File: config.mk
export PLATFORM = sky130hd
export DESIGN_NAME = linear_interp_resampler
export DESIGN_NICKNAME = d
export VERILOG_FILES = /design/src/rtl/core/lir_pkg.sv /design/src/rtl/core/lir_div.sv /design/src/rtl/core/lir_mfr.sv /design/src/rtl/core/linear_interp_resampler.sv
export VERILOG_INCLUDE_DIRS = /design/src /design/src/rtl/core
export SDC_FILE = /design/constraint.sdc
export NUM_CORES = 2
export LEC_CHECK = 0
export BUFFER_PORTS_ARGS = -buffer_cell sky130_fd_sc_hd__buf_2
export CAP_MARGIN = 30
export CORE_MARGIN = 4
export CORE_UTILIZATION = 45
export DETAILED_ROUTE_END_ITERATION = 8
export HOLD_SLACK_MARGIN = 0.06
export PLACE_DENSITY = 0.7
export RECOVER_POWER = 50
export SLEW_MARGIN = 5
export SYNTH_ARGS = -nofsm -noshare
export SYNTH_HDL_FRONTEND = slang
export SYNTH_SLANG_ARGS = --single-unit
File: constraint.sdc
create_clock -name clk -period 7.1 [get_ports clk]
set_clock_uncertainty 0.05 [all_clocks]
set_input_delay 0.71 -clock clk [delete_from_list [all_inputs] [get_ports clk]]
set_output_delay 0.71 -clock clk [all_outputs]
set_load 0.005 [all_outputs]
File: src/rtl/core/linear_interp_resampler_macros.svh
// Assertion macros for the linear interpolation resampler.
// Expects clk and rst_n in the scope where the macros are used.
`ifndef LINEAR_INTERP_RESAMPLER_MACROS_SVH
`define LINEAR_INTERP_RESAMPLER_MACROS_SVH

// same-cycle implication
`define LIR_ASSERT_IMP(lbl, ante, cons, msg) \
    lbl: assert property (@(posedge clk) disable iff (!rst_n) (ante) |-> (cons)) \
        else $error(msg);

// next-cycle implication
`define LIR_ASSERT_NXT(lbl, ante, cons, msg) \
    lbl: assert property (@(posedge clk) disable iff (!rst_n) (ante) |=> (cons)) \
        else $error(msg);

`endif

File: src/rtl/core/lir_pkg.sv
// Package for the linear interpolation resampler: beat types, state codes,
// register indexes and fixed widths. No dependencies.
`default_nettype none

package lir_pkg;

    localparam int SAMPLE_W  = 16;
    localparam int RATE_W    = 18;
    localparam int CHAN_W    = 2;
    localparam int LIMIT_W   = 24;
    localparam int DIV_W     = RATE_W + 1;
    localparam int DIV_CNT_W = $clog2(DIV_W);
    localparam int MAG_W     = SAMPLE_W;
    localparam int MAG_CNT_W = $clog2(MAG_W);
    localparam int ADDR_W    = 4;
    localparam int DATA_W    = 32;

    localparam logic [RATE_W-1:0]  RST_INPUT_RATE    = RATE_W'(22050);
    localparam logic [RATE_W-1:0]  RST_OUTPUT_RATE   = RATE_W'(44100);
    localparam logic [CHAN_W-1:0]  RST_CHANNEL_COUNT = CHAN_W'(2);
    localparam logic [LIMIT_W-1:0] RST_OUTPUT_LIMIT  = LIMIT_W'(16777215);
    localparam logic [CHAN_W-1:0]  CHAN_MONO         = CHAN_W'(1);

    typedef struct packed {
        logic signed [SAMPLE_W-1:0] left_in;
        logic signed [SAMPLE_W-1:0] right_in;
        logic                       final_frame;
    } lir_in_t;

    typedef struct packed {
        logic signed [SAMPLE_W-1:0] left_out;
        logic signed [SAMPLE_W-1:0] right_out;
        logic                       run_end;
        logic                       capped;
        logic                       limit_hit;
    } lir_out_t;

    typedef enum logic [1:0] {
        REG_INPUT_RATE    = 2'd0,
        REG_OUTPUT_RATE   = 2'd1,
        REG_CHANNEL_COUNT = 2'd2,
        REG_OUTPUT_LIMIT  = 2'd3
    } lir_reg_t;

    typedef enum logic [3:0] {
        ST_IDLE,
        ST_START,
        ST_FOLD,
        ST_TEST,
        ST_COUNT,
        ST_MUL,
        ST_PUSH,
        ST_ADV,
        ST_NEXT,
        ST_FLUSH
    } lir_state_t;

    typedef enum logic {
        IV_PREV,
        IV_FINAL
    } lir_iv_t;

endpackage

`default_nettype wire

File: src/rtl/core/lir_div.sv
// Restoring divider, one quotient bit per cycle.
// Depends on lir_pkg for widths.
`default_nettype none

module lir_div (
    input  wire                          clk,
    input  wire                          rst_n,
    input  wire                          start,
    input  wire [lir_pkg::DIV_W-1:0]     dividend,
    input  wire [lir_pkg::RATE_W-1:0]    divisor,
    output logic                         done,
    output logic [lir_pkg::DIV_W-1:0]    quot,
    output logic [lir_pkg::RATE_W-1:0]   rem
);

    localparam int DW = lir_pkg::DIV_W;
    localparam int RW = lir_pkg::RATE_W;
    localparam int CW = lir_pkg::DIV_CNT_W;

    logic          busy_reg, busy_next;
    logic          done_reg, done_next;
    logic [CW-1:0] cnt_reg, cnt_next;
    logic [DW-1:0] work_reg, work_next;
    logic [RW-1:0] part_reg, part_next;
    logic [RW-1:0] dsr_reg, dsr_next;

    logic [DW-1:0] trial;
    logic [DW-1:0] diff;
    logic          ge;

    always_comb
    begin
        busy_next = busy_reg;
        cnt_next  = cnt_reg;
        done_next = 1'b0;
        if (start)
        begin
            busy_next = 1'b1;
            cnt_next  = CW'(DW - 1);
        end
        else if (busy_reg)
        begin
            if (cnt_reg == '0)
            begin
                busy_next = 1'b0;
                done_next = 1'b1;
            end
            else
            begin
                cnt_next = cnt_reg - CW'(1);
            end
        end
    end

    always_comb
    begin
        trial     = {part_reg, work_reg[DW-1]};
        diff      = trial - {1'b0, dsr_reg};
        ge        = (trial >= {1'b0, dsr_reg});
        work_next = work_reg;
        part_next = part_reg;
        dsr_next  = dsr_reg;
        if (start)
        begin
            work_next = dividend;
            part_next = '0;
            dsr_next  = divisor;
        end
        else if (busy_reg)
        begin
            work_next = {work_reg[DW-2:0], ge};
            part_next = ge ? diff[RW-1:0] : trial[RW-1:0];
        end
    end

    always_ff @(posedge clk or negedge rst_n)
    begin
        if (!rst_n)
        begin
            busy_reg <= 1'b0;
            done_reg <= 1'b0;
            cnt_reg  <= '0;
        end
        else
        begin
            busy_reg <= busy_next;
            done_reg <= done_next;
            cnt_reg  <= cnt_next;
        end
    end

    always_ff @(posedge clk)
    begin
        work_reg <= work_next;
        part_reg <= part_next;
        dsr_reg  <= dsr_next;
    end

    assign done = done_reg;
    assign quot = work_reg;
    assign rem  = part_reg;

endmodule

`default_nettype wire

File: src/rtl/core/lir_mfr.sv
// Bit-serial interpolator: a + trunc((b - a) * rem / den), rem < den.
// Multiplies and reduces modulo den one bit of |b - a| per cycle. Uses lir_pkg.
`default_nettype none

module lir_mfr (
    input  wire                                clk,
    input  wire                                rst_n,
    input  wire                                start,
    input  wire signed [lir_pkg::SAMPLE_W-1:0] a,
    input  wire signed [lir_pkg::SAMPLE_W-1:0] b,
    input  wire        [lir_pkg::RATE_W-1:0]   rem,
    input  wire        [lir_pkg::RATE_W-1:0]   den,
    output logic                               done,
    output logic signed [lir_pkg::SAMPLE_W-1:0] result
);

    localparam int SW = lir_pkg::SAMPLE_W;
    localparam int RW = lir_pkg::RATE_W;
    localparam int MW = lir_pkg::MAG_W;
    localparam int CW = lir_pkg::MAG_CNT_W;

    logic          busy_reg, busy_next;
    logic          done_reg, done_next;
    logic [CW-1:0] cnt_reg, cnt_next;
    logic          neg_reg, neg_next;
    logic [MW-1:0] mag_reg, mag_next;
    logic [SW-1:0] base_reg, base_next;
    logic [RW-1:0] rem_reg, rem_next;
    logic [RW-1:0] den_reg, den_next;
    logic [RW-1:0] acc_reg, acc_next;
    logic [MW-1:0] q_reg, q_next;

    logic signed [SW:0]   d;
    logic signed [SW:0]   d_abs;
    logic [RW+1:0]        t;
    logic [RW+1:0]        den1;
    logic [RW+1:0]        den2;
    logic [RW+1:0]        t1;
    logic [RW+1:0]        t2;
    logic [SW+1:0]        sum;

    always_comb
    begin
        busy_next = busy_reg;
        cnt_next  = cnt_reg;
        done_next = 1'b0;
        if (start)
        begin
            busy_next = 1'b1;
            cnt_next  = CW'(MW - 1);
        end
        else if (busy_reg)
        begin
            if (cnt_reg == '0)
            begin
                busy_next = 1'b0;
                done_next = 1'b1;
            end
            else
            begin
                cnt_next = cnt_reg - CW'(1);
            end
        end
    end

    always_comb
    begin
        d     = {b[SW-1], b} - {a[SW-1], a};
        d_abs = d[SW] ? -d : d;
        t     = {1'b0, acc_reg, 1'b0} + (mag_reg[MW-1] ? {2'b00, rem_reg} : '0);
        den1  = {2'b00, den_reg};
        den2  = {1'b0, den_reg, 1'b0};
        t1    = t - den1;
        t2    = t - den2;

        neg_next  = neg_reg;
        mag_next  = mag_reg;
        base_next = base_reg;
        rem_next  = rem_reg;
        den_next  = den_reg;
        acc_next  = acc_reg;
        q_next    = q_reg;
        if (start)
        begin
            neg_next  = d[SW];
            mag_next  = d_abs[MW-1:0];
            base_next = a;
            rem_next  = rem;
            den_next  = den;
            acc_next  = '0;
            q_next    = '0;
        end
        else if (busy_reg)
        begin
            mag_next = {mag_reg[MW-2:0], 1'b0};
            if (t >= den2)
            begin
                acc_next = t2[RW-1:0];
                q_next   = {q_reg[MW-2:0], 1'b0} + MW'(2);
            end
            else if (t >= den1)
            begin
                acc_next = t1[RW-1:0];
                q_next   = {q_reg[MW-2:0], 1'b1};
            end
            else
            begin
                acc_next = t[RW-1:0];
                q_next   = {q_reg[MW-2:0], 1'b0};
            end
        end
    end

    always_ff @(posedge clk or negedge rst_n)
    begin
        if (!rst_n)
        begin
            busy_reg <= 1'b0;
            done_reg <= 1'b0;
            cnt_reg  <= '0;
        end
        else
        begin
            busy_reg <= busy_next;
            done_reg <= done_next;
            cnt_reg  <= cnt_next;
        end
    end

    always_ff @(posedge clk)
    begin
        neg_reg  <= neg_next;
        mag_reg  <= mag_next;
        base_reg <= base_next;
        rem_reg  <= rem_next;
        den_reg  <= den_next;
        acc_reg  <= acc_next;
        q_reg    <= q_next;
    end

    always_comb
    begin
        sum = {{2{base_reg[SW-1]}}, base_reg}
            + (neg_reg ? -{2'b00, q_reg} : {2'b00, q_reg});
    end

    assign done   = done_reg;
    assign result = sum[SW-1:0];

endmodule

`default_nettype wire

File: src/rtl/core/linear_interp_resampler.sv
// Linear interpolation sample rate converter, top level.
// Depends on lir_pkg, lir_div, lir_mfr and linear_interp_resampler_macros.svh.
//
// Takes 16-bit PCM frames (mono or stereo) one beat at a time and emits
// frames at output_rate by linear interpolation between neighboring input
// frames, exact to the rational position n*input_rate/output_rate. One input
// beat is handled at a time; its results leave through a one-entry output
// register, so the next frame is taken while the last result still waits.
// Per input beat, each of its up to two intervals that is reached takes three
// passes through the bit-serial divider plus, per output frame, one pass of the
// bit-serial interpolator per channel (both channels in parallel); any output
// stall holds the sequence.
`default_nettype none
`include "linear_interp_resampler_macros.svh"

module linear_interp_resampler #(
    parameter int MAX_RUN     = 32,
    parameter int COUNT_WIDTH = 24
) (
    input  wire                              clk,
    input  wire                              rst_n,
    input  wire                              in_valid,
    output logic                             in_ready,
    input  wire lir_pkg::lir_in_t            in_data,
    output logic                             out_valid,
    input  wire                              out_ready,
    output lir_pkg::lir_out_t                out_data,
    input  wire                              psel,
    input  wire                              penable,
    input  wire                              pwrite,
    input  wire [lir_pkg::ADDR_W-1:0]        paddr,
    input  wire [lir_pkg::DATA_W-1:0]        pwdata,
    output logic [lir_pkg::DATA_W-1:0]       prdata,
    output logic                             pready
);

    localparam int SW     = lir_pkg::SAMPLE_W;
    localparam int RW     = lir_pkg::RATE_W;
    localparam int DW     = lir_pkg::DIV_W;
    localparam int LW     = lir_pkg::LIMIT_W;
    localparam int KW     = lir_pkg::CHAN_W;
    localparam int CNT_W  = COUNT_WIDTH;
    localparam int CMP_W  = (CNT_W > LW) ? CNT_W : LW;
    localparam int SUM_W  = (CNT_W > DW) ? CNT_W : DW;
    localparam int EW     = (CMP_W > DW) ? CMP_W : DW;
    localparam int RUN_W  = $clog2(MAX_RUN + 1);

    // configuration
    logic [RW-1:0] in_rate_reg, in_rate_next;
    logic [RW-1:0] out_rate_reg, out_rate_next;
    logic [KW-1:0] chan_reg, chan_next;
    logic [LW-1:0] limit_reg, limit_next;
    logic          cfg_wr;

    // stream state
    logic signed [SW-1:0] prev_l_reg, prev_l_next;
    logic signed [SW-1:0] prev_r_reg, prev_r_next;
    logic                 have_prev_reg, have_prev_next;
    logic [CNT_W-1:0]     frame_reg, frame_next;
    logic [CNT_W-1:0]     npos_reg, npos_next;
    logic [RW-1:0]        prem_reg, prem_next;
    logic [CNT_W-1:0]     ocnt_reg, ocnt_next;
    logic                 stopped_reg, stopped_next;

    // current beat and interval
    lir_pkg::lir_state_t  state_reg, state_next;
    lir_pkg::lir_iv_t     iv_reg, iv_next;
    logic signed [SW-1:0] cur_l_reg, cur_l_next;
    logic signed [SW-1:0] cur_r_reg, cur_r_next;
    logic                 fin_reg, fin_next;
    logic                 cap_reg, cap_next;
    logic [RUN_W-1:0]     left_reg, left_next;
    logic [RW-1:0]        rcur_reg, rcur_next;
    logic [DW-1:0]        total_reg, total_next;

    // pending result and output register
    lir_pkg::lir_out_t    pend_reg, pend_next;
    logic                 pend_v_reg, pend_v_next;
    lir_pkg::lir_out_t    out_reg, out_next;
    logic                 out_v_reg, out_v_next;
    logic                 push_out;

    // shared units
    logic                 div_start, div_done;
    logic [DW-1:0]        div_dividend, div_quot;
    logic [RW-1:0]        div_divisor, div_rem;
    logic                 mul_start, mul_l_done, mul_r_done;
    logic signed [SW-1:0] mul_l_res, mul_r_res;
    logic signed [SW-1:0] mul_a_l, mul_a_r;

    // helpers
    logic                 mono, rates_ok, out_free, oc_ge, hit, cap;
    logic [CNT_W-1:0]     q_iv, oc_inc, npos_adv;
    logic [CMP_W-1:0]     oc_ext, lim_ext, room;
    logic [DW-1:0]        c1, count_num, total;
    logic [EW-1:0]        emit_w;
    logic [RUN_W-1:0]     emit;
    lir_pkg::lir_out_t    new_res;

    //------------------------------------------------------------------
    // configuration port
    //------------------------------------------------------------------
    assign pready = 1'b1;
    assign cfg_wr = psel & penable & pwrite;

    always_comb
    begin
        in_rate_next  = in_rate_reg;
        out_rate_next = out_rate_reg;
        chan_next     = chan_reg;
        limit_next    = limit_reg;
        if (cfg_wr)
        begin
            case (lir_pkg::lir_reg_t'(paddr[lir_pkg::ADDR_W-1:2]))
                lir_pkg::REG_INPUT_RATE:    in_rate_next  = pwdata[RW-1:0];
                lir_pkg::REG_OUTPUT_RATE:   out_rate_next = pwdata[RW-1:0];
                lir_pkg::REG_CHANNEL_COUNT: chan_next     = pwdata[KW-1:0];
                lir_pkg::REG_OUTPUT_LIMIT:  limit_next    = pwdata[LW-1:0];
                default: ;
            endcase
        end
    end

    always_comb
    begin
        case (lir_pkg::lir_reg_t'(paddr[lir_pkg::ADDR_W-1:2]))
            lir_pkg::REG_INPUT_RATE:    prdata = lir_pkg::DATA_W'(in_rate_reg);
            lir_pkg::REG_OUTPUT_RATE:   prdata = lir_pkg::DATA_W'(out_rate_reg);
            lir_pkg::REG_CHANNEL_COUNT: prdata = lir_pkg::DATA_W'(chan_reg);
            lir_pkg::REG_OUTPUT_LIMIT:  prdata = lir_pkg::DATA_W'(limit_reg);
            default:                    prdata = '0;
        endcase
    end

    //------------------------------------------------------------------
    // units
    //------------------------------------------------------------------
    lir_div u_div (
        .clk      (clk),
        .rst_n    (rst_n),
        .start    (div_start),
        .dividend (div_dividend),
        .divisor  (div_divisor),
        .done     (div_done),
        .quot     (div_quot),
        .rem      (div_rem)
    );

    assign mul_a_l = (iv_reg == lir_pkg::IV_PREV) ? prev_l_reg : cur_l_reg;
    assign mul_a_r = (iv_reg == lir_pkg::IV_PREV) ? prev_r_reg : cur_r_reg;

    lir_mfr u_mfr_l (
        .clk    (clk),
        .rst_n  (rst_n),
        .start  (mul_start),
        .a      (mul_a_l),
        .b      (cur_l_reg),
        .rem    (rcur_next),
        .den    (out_rate_reg),
        .done   (mul_l_done),
        .result (mul_l_res)
    );

    lir_mfr u_mfr_r (
        .clk    (clk),
        .rst_n  (rst_n),
        .start  (mul_start),
        .a      (mul_a_r),
        .b      (cur_r_reg),
        .rem    (rcur_next),
        .den    (out_rate_reg),
        .done   (mul_r_done),
        .result (mul_r_res)
    );

    //------------------------------------------------------------------
    // helpers
    //------------------------------------------------------------------
    always_comb
    begin
        mono      = (chan_reg == lir_pkg::CHAN_MONO);
        rates_ok  = (in_rate_reg != '0) && (out_rate_reg != '0);
        out_free  = !out_v_reg || out_ready;
        q_iv      = (iv_reg == lir_pkg::IV_PREV) ? (frame_reg - CNT_W'(1)) : frame_reg;
        oc_ext    = CMP_W'(ocnt_reg);
        lim_ext   = CMP_W'(limit_reg);
        oc_ge     = (oc_ext >= lim_ext);
        room      = lim_ext - oc_ext;
        oc_inc    = ocnt_reg + CNT_W'(1);
        hit       = (CMP_W'(oc_inc) >= lim_ext);
        npos_adv  = CNT_W'(SUM_W'(npos_reg) + SUM_W'(div_quot));
        count_num = DW'(out_rate_reg) - DW'(prem_reg) + DW'(in_rate_reg) - DW'(1);
        c1        = (div_quot < DW'(MAX_RUN)) ? div_quot : DW'(MAX_RUN);
        emit_w    = (EW'(room) < EW'(c1)) ? EW'(room) : EW'(c1);
        emit      = RUN_W'(emit_w);
        cap       = (div_quot > DW'(MAX_RUN)) && (emit_w == EW'(MAX_RUN));
        // den + in - 1 - (x mod in) = pr + count*in
        total     = DW'(out_rate_reg) + DW'(in_rate_reg) - DW'(1) - DW'(div_rem);

        new_res           = '0;
        new_res.left_out  = mul_l_res;
        new_res.right_out = mono ? '0 : mul_r_res;
        new_res.capped    = cap_reg;
        new_res.limit_hit = hit;
    end

    //------------------------------------------------------------------
    // sequencer: next state
    //------------------------------------------------------------------
    always_comb
    begin
        state_next = state_reg;
        case (state_reg)
            lir_pkg::ST_IDLE:
                if (in_valid)
                begin
                    if (have_prev_reg || in_data.final_frame)
                        state_next = lir_pkg::ST_START;
                    else
                        state_next = lir_pkg::ST_FLUSH;
                end
            lir_pkg::ST_START:
                state_next = (!stopped_reg && rates_ok) ? lir_pkg::ST_FOLD : lir_pkg::ST_NEXT;
            lir_pkg::ST_FOLD:
                if (div_done)
                    state_next = lir_pkg::ST_TEST;
            lir_pkg::ST_TEST:
                state_next = ((npos_reg == q_iv) && !oc_ge) ? lir_pkg::ST_COUNT
                                                             : lir_pkg::ST_NEXT;
            lir_pkg::ST_COUNT:
                if (div_done)
                    state_next = lir_pkg::ST_MUL;
            lir_pkg::ST_MUL:
                if (mul_l_done)
                    state_next = lir_pkg::ST_PUSH;
            lir_pkg::ST_PUSH:
                if (!pend_v_reg || out_free)
                    state_next = (left_reg == RUN_W'(1)) ? lir_pkg::ST_ADV : lir_pkg::ST_MUL;
            lir_pkg::ST_ADV:
                if (div_done)
                    state_next = lir_pkg::ST_NEXT;
            lir_pkg::ST_NEXT:
                state_next = (iv_reg == lir_pkg::IV_PREV && fin_reg) ? lir_pkg::ST_START
                                                                     : lir_pkg::ST_FLUSH;
            lir_pkg::ST_FLUSH:
                if (!pend_v_reg || out_free)
                    state_next = lir_pkg::ST_IDLE;
            default:
                state_next = lir_pkg::ST_IDLE;
        endcase
    end

    //------------------------------------------------------------------
    // sequencer: outputs and datapath
    //------------------------------------------------------------------
    always_comb
    begin
        in_ready       = 1'b0;
        div_start      = 1'b0;
        div_dividend   = total_reg;
        div_divisor    = out_rate_reg;
        mul_start      = 1'b0;
        push_out       = 1'b0;
        out_next       = out_reg;
        iv_next        = iv_reg;
        cur_l_next     = cur_l_reg;
        cur_r_next     = cur_r_reg;
        fin_next       = fin_reg;
        prev_l_next    = prev_l_reg;
        prev_r_next    = prev_r_reg;
        have_prev_next = have_prev_reg;
        frame_next     = frame_reg;
        npos_next      = npos_reg;
        prem_next      = prem_reg;
        ocnt_next      = ocnt_reg;
        stopped_next   = stopped_reg;
        cap_next       = cap_reg;
        left_next      = left_reg;
        rcur_next      = rcur_reg;
        total_next     = total_reg;
        pend_next      = pend_reg;
        pend_v_next    = pend_v_reg;

        case (state_reg)
            lir_pkg::ST_IDLE:
            begin
                in_ready = 1'b1;
                if (in_valid)
                begin
                    cur_l_next = in_data.left_in;
                    cur_r_next = mono ? '0 : in_data.right_in;
                    fin_next   = in_data.final_frame;
                    iv_next    = have_prev_reg ? lir_pkg::IV_PREV : lir_pkg::IV_FINAL;
                end
            end
            lir_pkg::ST_START:
                if (!stopped_reg && rates_ok)
                begin
                    // fold an oversized remainder left by a rate change
                    div_start    = 1'b1;
                    div_dividend = DW'(prem_reg);
                end
            lir_pkg::ST_FOLD:
                if (div_done)
                begin
                    npos_next = npos_adv;
                    prem_next = div_rem;
                end
            lir_pkg::ST_TEST:
                if (npos_reg == q_iv)
                begin
                    if (oc_ge)
                    begin
                        stopped_next = 1'b1;
                    end
                    else
                    begin
                        div_start    = 1'b1;
                        div_dividend = count_num;
                        div_divisor  = in_rate_reg;
                    end
                end
            lir_pkg::ST_COUNT:
                if (div_done)
                begin
                    left_next  = emit;
                    cap_next   = cap;
                    total_next = total;
                    rcur_next  = prem_reg;
                    mul_start  = 1'b1;
                end
            lir_pkg::ST_PUSH:
                if (!pend_v_reg || out_free)
                begin
                    if (pend_v_reg)
                    begin
                        push_out = 1'b1;
                        out_next = pend_reg;
                    end
                    pend_next    = new_res;
                    pend_v_next  = 1'b1;
                    ocnt_next    = oc_inc;
                    stopped_next = stopped_reg | hit;
                    left_next    = left_reg - RUN_W'(1);
                    rcur_next    = rcur_reg + in_rate_reg;
                    if (left_reg == RUN_W'(1))
                    begin
                        div_start    = 1'b1;
                        div_dividend = total_reg;
                    end
                    else
                    begin
                        mul_start = 1'b1;
                    end
                end
            lir_pkg::ST_ADV:
                if (div_done)
                begin
                    npos_next = npos_adv;
                    prem_next = div_rem;
                end
            lir_pkg::ST_NEXT:
                if (iv_reg == lir_pkg::IV_PREV && fin_reg)
                    iv_next = lir_pkg::IV_FINAL;
            lir_pkg::ST_FLUSH:
                if (!pend_v_reg || out_free)
                begin
                    if (pend_v_reg)
                    begin
                        push_out         = 1'b1;
                        out_next         = pend_reg;
                        out_next.run_end = 1'b1;
                    end
                    pend_v_next = 1'b0;
                    if (fin_reg)
                    begin
                        prev_l_next    = '0;
                        prev_r_next    = '0;
                        have_prev_next = 1'b0;
                        frame_next     = '0;
                        npos_next      = '0;
                        prem_next      = '0;
                        ocnt_next      = '0;
                        stopped_next   = 1'b0;
                    end
                    else
                    begin
                        prev_l_next    = cur_l_reg;
                        prev_r_next    = cur_r_reg;
                        have_prev_next = 1'b1;
                        frame_next     = frame_reg + CNT_W'(1);
                    end
                end
            default: ;
        endcase

        out_v_next = push_out | (out_v_reg & !out_ready);
    end

    //------------------------------------------------------------------
    // registers
    //------------------------------------------------------------------
    always_ff @(posedge clk or negedge rst_n)
    begin
        if (!rst_n)
        begin
            in_rate_reg   <= lir_pkg::RST_INPUT_RATE;
            out_rate_reg  <= lir_pkg::RST_OUTPUT_RATE;
            chan_reg      <= lir_pkg::RST_CHANNEL_COUNT;
            limit_reg     <= lir_pkg::RST_OUTPUT_LIMIT;
            prev_l_reg    <= '0;
            prev_r_reg    <= '0;
            have_prev_reg <= 1'b0;
            frame_reg     <= '0;
            npos_reg      <= '0;
            prem_reg      <= '0;
            ocnt_reg      <= '0;
            stopped_reg   <= 1'b0;
            state_reg     <= lir_pkg::ST_IDLE;
            iv_reg        <= lir_pkg::IV_PREV;
            left_reg      <= '0;
            pend_v_reg    <= 1'b0;
            out_v_reg     <= 1'b0;
        end
        else
        begin
            in_rate_reg   <= in_rate_next;
            out_rate_reg  <= out_rate_next;
            chan_reg      <= chan_next;
            limit_reg     <= limit_next;
            prev_l_reg    <= prev_l_next;
            prev_r_reg    <= prev_r_next;
            have_prev_reg <= have_prev_next;
            frame_reg     <= frame_next;
            npos_reg      <= npos_next;
            prem_reg      <= prem_next;
            ocnt_reg      <= ocnt_next;
            stopped_reg   <= stopped_next;
            state_reg     <= state_next;
            iv_reg        <= iv_next;
            left_reg      <= left_next;
            pend_v_reg    <= pend_v_next;
            out_v_reg     <= out_v_next;
        end
    end

    always_ff @(posedge clk)
    begin
        cur_l_reg <= cur_l_next;
        cur_r_reg <= cur_r_next;
        fin_reg   <= fin_next;
        cap_reg   <= cap_next;
        rcur_reg  <= rcur_next;
        total_reg <= total_next;
        pend_reg  <= pend_next;
        out_reg   <= out_next;
    end

    assign out_valid = out_v_reg;
    assign out_data  = out_reg;

    //------------------------------------------------------------------
    // assertions
    //------------------------------------------------------------------
    `LIR_ASSERT_IMP(a_idle_no_pend, in_ready, !pend_v_reg,
        "beat accepted while a result is still pending")
    `LIR_ASSERT_IMP(a_push_has_run, state_reg == lir_pkg::ST_PUSH, left_reg != '0,
        "result pushed with no outputs left in the interval")
    `LIR_ASSERT_NXT(a_stopped_silent, state_reg == lir_pkg::ST_START && stopped_reg,
        state_reg == lir_pkg::ST_NEXT, "interval processed after the output limit")
    `LIR_ASSERT_IMP(a_mul_lockstep, mul_l_done || mul_r_done,
        mul_l_done && mul_r_done && state_reg == lir_pkg::ST_MUL,
        "interpolator lanes out of step")

endmodule

`default_nettype wire

==> run metrics <==
worst skew pair latency 0.64 ns; Post-synth EDFFs 261; CTS max path bufs 3; Netlist cell types 99; fraction of layout cells with a size suffix above 1 8.332%; Post-layout nets 5111; Rows 111; hpwl dp 84.74 mm; drt wl/cell 19.20 microns; Max Fclk 168.4 MHz; Worst Setup Start Kind flip-flop; Seq/Total Area, Yosys 37.02%; final hold vios 0; hold_sp in_data[19]; flops & latches, synth 582; antenna-violating nets left 0; Clock Pin Slew Worst Setup and Hold Paths 0.06 ns; Power Density 370.9 mW/mm^2; CP endpoint kind flip-flop; Synth Area in Adders 12.64%; synth-to-layout area growth 10.25%; max_slew headroom -164.3%; Synth Area in Simple Gates 16.18%; overall routed net length 113.2 mm; Vias/cell 5.825; full die area 0.09734 sq mm; Yosys Warn Count 0; largest net degree at the start of global routing 148; VDD IR max 0.0003031 V; CTS tree yes; Total GRT Usage 22.54%; max-capacitance violation count 7; drt pass-1 iters 5; Synth Flop Type edfxtp_1; Synth Area in XOR/XNOR 7.519%; Root Buffer Master clkbuf_16; crit-path max FO 10; FF-to-FF path depth 18; hold path endpoint cur_l_reg[2]; worst slew pin tran 3.964 ns; worst endpoint required time 7.58 ns; TNS Setup 0 ns; core region area 0.09166 sq mm; hold-critical path depth 1; largest family of logic cells by synthesized area compound AO/OA/AOI/OAI gates; Largest register FFs 35; failing checks max-capacitance violations, max-slew violations; Tmin final 5.938 ns; worst reg2reg setup slack 1.16 ns; CTS sink cnt 582; compound-cell area share of the yosys netlist 18.60%; Final Max Tran Viols 328; status finished with violations; most common cell after layout, fill and taps aside nand2_1; vias 34325; Lkg Pwr 19.70 nW; die height 312.0 microns; Fillers 8511; post-synthesis async set-or-reset flop share 37.29%; DIE WIDTH 312.0 microns; worst hold path type input port to flip-flop; initial DRC count 3081; reg-to-reg startpoint oc_ext[2]; final setup vio count 0; CTS H-tree depth 3; mux cell area share after synthesis 3.180%; RSZ-0062 raised after global routing false; first-pass GRT wire length 177.6 mm; Crit Path Class flip-flop to flip-flop; total global routing overflow 0; initial antenna violation count 1; fin area 0.04585 sq mm; Cells after Synth 4565; dpl cell area 0.04338 sq mm; Port Buffer Count 126; WP data arrival 6.42 ns; most frequent cells in the layout nand2_1, o21ai_0, nor2_1, ha_1, inv_1; final core utilization 50.02%; Mapped Avg Cell Area 9.110 sq um; fin crit share 83.63%; Netlist Area Pre-Place 0.04158 sq mm; io pins 146; vias in the first global route 32080; worst r2r dst left_reg[0]; GPL Wtd Cong 0.9334; TritonCTS buffer count 71; Non-Filler Instances 5893; # DRC 0; Placed Instances 5755; Initial Util 45.37%
[worst max path at each step]
stage | start | to | slack [ns]
final | oc_ext[2] | left_reg[0] | 1.16
after global placement | u_mfr_r.mag_reg[15] | u_mfr_r.acc_reg[17] | 1.19
after floorplan | oc_ext[2] | left_reg[0] | 2.20
after detailed placement | u_mfr_r.mag_reg[15] | u_mfr_r.acc_reg[17] | 1.15
after global routing | oc_ext[2] | left_reg[0] | 0.69
after CTS | u_mfr_r.mag_reg[15] | u_mfr_r.acc_reg[17] | 1.13
[where the power goes]
| group | internal [mW] | leakage (nW) | switching (mW) | total [mW] |
|---|---|---|---|---|
| logic | 3.41 | 12.4 | 4.64 | 8.05 |
| registers | 4.27 | 6.04 | 0.792 | 5.06 |
| clock network | 2.33 | 1.21 | 1.56 | 3.89 |
| total | 10.0 | 19.7 | 6.99 | 17.0 |
[critical path, cell delays in order (launching register included)]
cell and delay, ns:
dfrtp_1 0.43, inv_1 0.06, ha_1 0.36, nor2b_1 0.17, o31ai_1 0.41, a211oi_1 0.21, nor4bb_1 0.66, nor2_1 0.14
a21o_1 0.21, a21oi_1 0.16, xnor2_1 0.20, ha_1 0.30, a2111oi_0 0.32, o21ai_0 0.14, or4_1 0.41, a2111oi_0 0.36
nand4_1 0.58, or2_2 0.51, a31oi_1 0.16
[per-stage QoR]
stage | total power, mW | worst slack [ns] | hold WS (ns)
6_report | 17.01 | 1.162 | 0.2059
5_1_grt | 18.23 | 0.6948 | 0.1788
3_5_place_dp | 13.03 | 1.150 | 0.3545
2_1_floorplan | 11.00 | 2.204 | 0.3503
3_3_place_gp | 12.82 | 1.190 | 0.3521
4_1_cts | 17.00 | 1.131 | 0.1604
[Yosys cell counts (all sizes together), types with 43 or more instances]
cell / n / share of area [%]
nand2: 428 / 3.9
o21ai: 370 / 4.5
nor2: 346 / 3.1
ha: 337 / 10
inv: 322 / 2.9
a21oi: 278 / 3.4
edfxtp: 261 / 19
xnor2: 236 / 5.0
dfrtp: 180 / 11
clkbuf: 140 / 1.3
xor2: 121 / 2.5
nand3: 109 / 1.3
dfxtp: 104 / 5.0
mux2i: 95 / 2.3
nor3: 94 / 1.2
a21o: 93 / 1.7
and2: 71 / 1.1
a211oi: 61 / 1.1
nand4: 59 / 0.89
o21a: 53 / 0.96
fa: 52 / 2.5
and3: 47 / 0.71
buf: 43 / 0.64
nand2b: 43 / 0.65
[metal layers]
metal	part of all wire [%]	up-vias	track usage, %
li1	-	16583	-
met1	46	16457	32.11
met2	44	1080	34.68
met3	6.9	205	3.528
met4	3.9	0	8.529
met5	0	-	0
[logic make-up after synthesis]
group,Yosys count
and+or+nand+nor,1395
AOI/OAI and AO/OA,1206
DFF,582
buffers and inverters,508
adders and majority gates,389
xor gates and xnor gates,357
muxes,126
other,2
[timing repair]
item / in CTS / in global routing
buffers inserted: 0 / 0
endpoints found under the hold margin: 43 / 0
setup endpoints to repair: 0 / 0
gates resized for setup: 0 / 0
hold buffers: 1 / 0
[cell type report]
class	instances	area [sq um]	area share [%]
well taps	1186	1484	3.237
repair buffers	171	965.9	2.107
clock buffers	86	1936	4.222
clock inverters	46	566.8	1.236
diodes	2	5.005	0.01092
flip-flops and latches	582	15400	33.58
inverters	325	1222	2.666
multi-input cells	3495	24270	52.94
(Power assumes the default switching activity.)
